<file path="src/hw/rtl/bca_pkg.sv">
`default_nettype none
// ----------------------------------------------------------------------------
// bca_pkg
// shared types, codes and bit helpers of the bitmap cluster allocator
// ----------------------------------------------------------------------------
package bca_pkg;

  localparam logic [7:0] FIRST_BIT = 8'b1000_0000;
  localparam logic [7:0] LAST_BIT  = 8'b0000_0001;
  localparam logic [7:0] FULL_BYTE = 8'hFF;

  localparam int         CFG_W           = 10;
  localparam int         PADDR_W         = 2;
  localparam logic [9:0] CFG_BYTES_RESET = 10'd512;
  localparam logic [1:0] ADDR_BYTES_USED = 2'd0;

  typedef enum logic [1:0] {
    OP_ALLOC    = 2'd0,
    OP_MARK_SET = 2'd1,
    OP_MARK_CLR = 2'd2
  } opcode_t;

  typedef enum logic [1:0] {
    PUSH_CLUSTER = 2'd0,
    PUSH_ECHO    = 2'd1,
    PUSH_ZERO    = 2'd2,
    PUSH_FAIL    = 2'd3
  } push_sel_t;

  typedef enum logic [3:0] {
    ST_CLEAR,
    ST_IDLE,
    ST_DECODE,
    ST_SCAN,
    ST_FETCH,
    ST_PICK,
    ST_MARK_RD,
    ST_MARK_WR,
    ST_ZERO,
    ST_FAIL
  } ctrl_state_t;

  typedef struct packed {
    logic      load_req;
    logic      clear_step;
    logic      scan_step;
    logic      rewind;
    logic      fetch;
    logic      take_bit;
    logic      write_back;
    logic      mark_rd;
    logic      mark_wr;
    logic      push;
    push_sel_t sel;
  } cmd_t;

  typedef struct packed {
    opcode_t op;
    logic    need_zero;
    logic    need_over;
    logic    enough;
    logic    scan_end;
    logic    work_full;
    logic    last_bit;
    logic    out_space;
    logic    clear_last;
  } sts_t;

  // number of free (zero) bits in a bitmap byte
  function automatic logic [3:0] count_free(input logic [7:0] v);
    logic [3:0] n;
    n = '0;
    for (int i = 0; i < 8; i++) begin
      n = n + {3'b000, ~v[i]};
    end
    return n;
  endfunction

  // position of the first free bit, msb first
  function automatic logic [2:0] first_free(input logic [7:0] v);
    logic [2:0] pos;
    logic       hit;
    pos = '0;
    hit = 1'b0;
    for (int i = 0; i < 8; i++) begin
      if (!hit && !v[7 - i]) begin
        pos = 3'(i);
        hit = 1'b1;
      end
    end
    return pos;
  endfunction

endpackage
`default_nettype wire

</file>
<file path="src/hw/rtl/bca_ctrl.sv">
`default_nettype none
// ----------------------------------------------------------------------------
// bca_ctrl
// sequencer: bitmap clear, request decode, count pass, emit pass, mark ops
// ----------------------------------------------------------------------------
module bca_ctrl (
  input  wire             clk,
  input  wire             rst,
  input  wire             req_valid,
  output logic            req_ready,
  input  bca_pkg::sts_t   sts,
  output bca_pkg::cmd_t   cmd
);
  import bca_pkg::*;

  ctrl_state_t state, state_next;

  always_ff @(posedge clk) begin
    if (rst) begin
      state <= ST_CLEAR;
    end else begin
      state <= state_next;
    end
  end

  always_comb begin
    state_next = state;
    cmd        = '0;
    req_ready  = 1'b0;
    unique case (state)
      ST_CLEAR: begin
        cmd.clear_step = 1'b1;
        if (sts.clear_last) begin
          state_next = ST_IDLE;
        end
      end
      ST_IDLE: begin
        req_ready = 1'b1;
        if (req_valid) begin
          cmd.load_req = 1'b1;
          state_next   = ST_DECODE;
        end
      end
      ST_DECODE: begin
        unique case (sts.op)
          OP_ALLOC: begin
            if (sts.need_zero) begin
              state_next = ST_ZERO;
            end else if (sts.need_over) begin
              state_next = ST_FAIL;
            end else begin
              state_next = ST_SCAN;
            end
          end
          OP_MARK_SET, OP_MARK_CLR: begin
            state_next = ST_MARK_RD;
          end
          default: begin
            state_next = ST_IDLE;
          end
        endcase
      end
      ST_SCAN: begin
        if (sts.enough) begin
          cmd.rewind = 1'b1;
          state_next = ST_FETCH;
        end else if (sts.scan_end) begin
          state_next = ST_FAIL;
        end else begin
          cmd.scan_step = 1'b1;
        end
      end
      ST_FETCH: begin
        cmd.fetch  = 1'b1;
        state_next = ST_PICK;
      end
      ST_PICK: begin
        if (sts.work_full) begin
          cmd.write_back = 1'b1;
          cmd.fetch      = 1'b1;
        end else if (sts.out_space) begin
          cmd.take_bit   = 1'b1;
          cmd.write_back = 1'b1;
          cmd.push       = 1'b1;
          cmd.sel        = PUSH_CLUSTER;
          if (sts.last_bit) begin
            state_next = ST_IDLE;
          end
        end
      end
      ST_MARK_RD: begin
        cmd.mark_rd = 1'b1;
        state_next  = ST_MARK_WR;
      end
      ST_MARK_WR: begin
        if (sts.out_space) begin
          cmd.mark_wr = 1'b1;
          cmd.push    = 1'b1;
          cmd.sel     = PUSH_ECHO;
          state_next  = ST_IDLE;
        end
      end
      ST_ZERO: begin
        if (sts.out_space) begin
          cmd.push   = 1'b1;
          cmd.sel    = PUSH_ZERO;
          state_next = ST_IDLE;
        end
      end
      ST_FAIL: begin
        if (sts.out_space) begin
          cmd.push   = 1'b1;
          cmd.sel    = PUSH_FAIL;
          state_next = ST_IDLE;
        end
      end
      default: begin
        state_next = ST_IDLE;
      end
    endcase
  end

  a_push_has_space: assert property (@(posedge clk) disable iff (rst)
    cmd.push |-> sts.out_space)
    else $error("result pushed into a full output register");

  a_fail_only_after_scan_or_decode: assert property (@(posedge clk) disable iff (rst)
    (state == ST_FAIL) |-> ($past(state) == ST_FAIL || $past(state) == ST_SCAN
                            || $past(state) == ST_DECODE))
    else $error("failure result without a finished count pass");

endmodule
`default_nettype wire

</file>
<file path="config.mk">
export PLATFORM = sky130hd
export DESIGN_NAME = bca_ctrl
export DESIGN_NICKNAME = d
export VERILOG_FILES = /design/src/hw/rtl/bca_pkg.sv /design/src/hw/rtl/bca_ctrl.sv
export SDC_FILE = /design/constraint.sdc
export NUM_CORES = 1
export LEC_CHECK = 0
export BUFFER_PORTS_ARGS = -buffer_cell sky130_fd_sc_hd__buf_2
export CAP_MARGIN = 20
export CORE_AREA = 2 2 39 41
export CTS_CLUSTER_DIAMETER = 120
export DETAILED_ROUTE_END_ITERATION = 7
export DIE_AREA = 0 0 41 43
export GPL_TIMING_DRIVEN = 0
export HOLD_SLACK_MARGIN = 0.05
export PLACE_DENSITY = 0.73
export SLEW_MARGIN = 5
export SYNTH_ARGS = -nofsm -noshare
export SYNTH_HDL_FRONTEND = slang
export SYNTH_SLANG_ARGS = --single-unit
</file>
<file path="constraint.sdc">
create_clock -name clk -period 3.85 [get_ports clk]
set_input_delay 0.385 -clock clk [delete_from_list [all_inputs] [get_ports clk]]
set_output_delay 0.385 -clock clk [all_outputs]
set_load 0.01 [all_outputs]
</file>
==> impl_metrics.toml <==
[status]
status = "finished, final reports clean"

[placed_design]
numPortBuffers = 25
gp_congestion = 0.8270
dp_hpwl_um = 1130

[power]
netSwitchingPower_mw = 0.1644
power_leakage_nw = 0.3769
pwr-share-clk_pct = 13.6
power.share.sequential_pct = 18.3
p_comb_share_pct = 68.2
ir_drop_mv = 0.2802
intPower_mw = 0.2018
power.density_nw_per_um2 = 501.9
p_sw_share_pct = 44.89
finalPower_mw = 0.3661

[setup_path]
r2r-start = "state[2]"
start_kind = "flop"
crit_type = "reg -> out"
worst_path_max_delay_cell = "clkbuf_1"
crit_buf_inv = 3
crit_path_max_incr_delay_ns = 0.33
r2r_end = "state[0]"
regToRegSetupSlack_ns = 2.02
crit_arrival_ns = 1.52
r2r_cells = 5
path_max_fanout = 10
critPathCaptureType = "primary output"
required_ns = 3.46
cp_cell_sequence = "buf_6 > clkbuf_1 > nand2_1 > nor2_1 > o21ai_0 > a21oi_1 > buf_2"
path_delay_family = "buffers and inverters"

[min_path]
hold_depth = 4
holdPathEnd = "state[3]"
min_from = "rst"
hp-class = "in -> reg"

[clock_tree]
cts_max_level = 1
postCtsSetupBuffers = 0
hold_buffers = 0
cts_sinks = 4
cts_tree = "done"
cts-root-buf = "clkbuf_4"
clk_path_buf_depth = 2
path_clk_slew_ns = 0.03
cts_resized = 0
clk_latency_ns = 0.23
cts_made_buffers = 3

[global_route]
grt_pass1_wl_um = 2249
antenna_found_initial = 0
grt-ovfl-total = 0
track_usage_pct = 17.35
grt_max_degree = 11
grt_pass1_vias = 564

[synth]
yosys.area_share.simple_pct = 42.32
ys_seq_area_share_pct = 14.25
syn_area_um2 = 561.8
yosys_warnings = 0
synth-edff-count = 0
synth_compound_area_share_pct = 22.27
muxShareOfSynthArea_pct = 3.786
synth_xor_area_share_pct = 0
synth_top_family_by_area = "simple AND/OR/NAND/NOR gates"
synthCells = 80
mappedNetlistNets = 95
synth_top_area_share_pct = 14.25
ys_seq_elements = 4
ys_async_sr_fraction_pct = 0
synth_flop_cell = "dfxtp_1"
synth.distinct_cells = 37
synth_area_leaders = "dfxtp_1, inv_1, nor2_1"
syn_area_per_cell_um2 = 7.022
synth_fa_ha_area_share_pct = 4.454
yosysTopAreaCell = "dfxtp_1"

[floorplan]
start_util_pct = 40.60
dieWidth_um = 41
core_area_um2 = 1384
die_h_um = 43
rows = 14
die-area_um2 = 1763
pin_count = 26

[timing]
period_share_pct = 49.61
rsz0062_at_grt = "false"
max_freq_mhz = 523.6
period_needed_ns = 1.910
drv_slew = 0
timing.setup.tns_ns = 0
clock_skew_ns = 0.001735
setup_viol = 0
slew_headroom_pct = 69.29
worstMarginPinSlew_ns = 0.4569
finalHoldViolCount = 0

[cells_and_area]
largest_reg_flops = 4
layout-drive-gt1-share_pct = 35.19
reg_top3 = "state x4"
regMostFlops = "state"
antennaDiodeCount = 0
final_common_cell = "buf_2"
layout.nets = 125
final_cell_mix = "buf_2, inv_1, nor2_1"
fill_cells = 148
syn2layout_area_growth_pct = 29.84

[route]
postRouteWirelength_um = 1378
drc_errors = 0
via_per_inst = 5.444
ant_nets = 0
dr.pass1.iters = 4
vias = 675
dr.first_iter.drc_count = 15
wl_per_cell_um = 11.11

[flow_run]
cap_violations = 0
routing by layer:
layer | vias up | share of wire (%) | GRT usage, %
met5 | - | 0 | 0
met4 | 0 | 0 | 0
met3 | 0 | 8.9 | 5.236
met2 | 27 | 45 | 29.69
met1 | 302 | 46 | 21.79
li1 | 346 | - | -
power by group through the flow:
stage               Sequential (mW)  Combinational, mW  Clock [mW]
floorplan                    0.0641              0.187           0
global placement             0.0668              0.247           0
detailed placement           0.0669              0.248           0
CTS                          0.0665              0.249      0.0525
global route                 0.0677              0.278      0.0569
finish                       0.0668              0.250      0.0496
kinds of logic after synthesis:
family                     count (synthesis)
adders and majority gates                  2
buffers and inverters                     14
AOI/OAI and AO/OA                         19
DFF                                        4
and+or+nand+nor                           39
muxes                                      2
final cells by class:
type / instances / area [um^2] / area share, %
multi-input cells: 62 / 409.1 / 56.09
flip-flops and latches: 4 / 80.08 / 10.98
well taps: 16 / 20.02 / 2.744
plain buffers: 5 / 38.79 / 5.317
clock buffers: 3 / 22.52 / 3.087
repair buffers: 25 / 125.1 / 17.15
inverters: 9 / 33.78 / 4.631
metrics by stage:
stage	hold WS [ns]	cells	util (%)	area [um^2]	setup WS [ns]
floorplan	0.5683	80	-	561.8	2.094
global placement	0.5956	121	51.09	706.9	2.030
detailed placement	0.5980	121	51.09	706.9	2.026
CTS	0.4725	124	52.71	729.5	1.932
global route	0.4883	124	52.71	729.5	1.762
finish	0.4760	124	52.71	729.5	1.940
synthesized netlist by cell type, types with 2 or more instances:
cell type  n
a21oi_1    6
buf_6      2
dfxtp_1    4
ha_1       2
inv_1      9
nand2_1    5
nand2b_1   2
nor2_1     9
nor2b_1    3
nor3_1     6
nor4b_1    2
o21ai_0    5
how the worst max path moves through the flow:
stage / cells after the start / startpoint / to / slack (ns)
6_report: 7 / state[2] / cmd[2] / 1.94
4_1_cts: 7 / state[2] / cmd[2] / 1.93
2_1_floorplan: 5 / state[2] / state[0] / 2.09
3_5_place_dp: 5 / state[2] / state[0] / 2.03
5_1_grt: 7 / state[2] / cmd[2] / 1.76
3_3_place_gp: 5 / state[2] / state[0] / 2.03
worst min-delay path: stages:
cell     delay (ns)
buf_2          0.09
nor3_1         0.04
o21ai_0        0.06
mux2i_1        0.06
No activity file was read; power rests on OpenSTA's default activity.
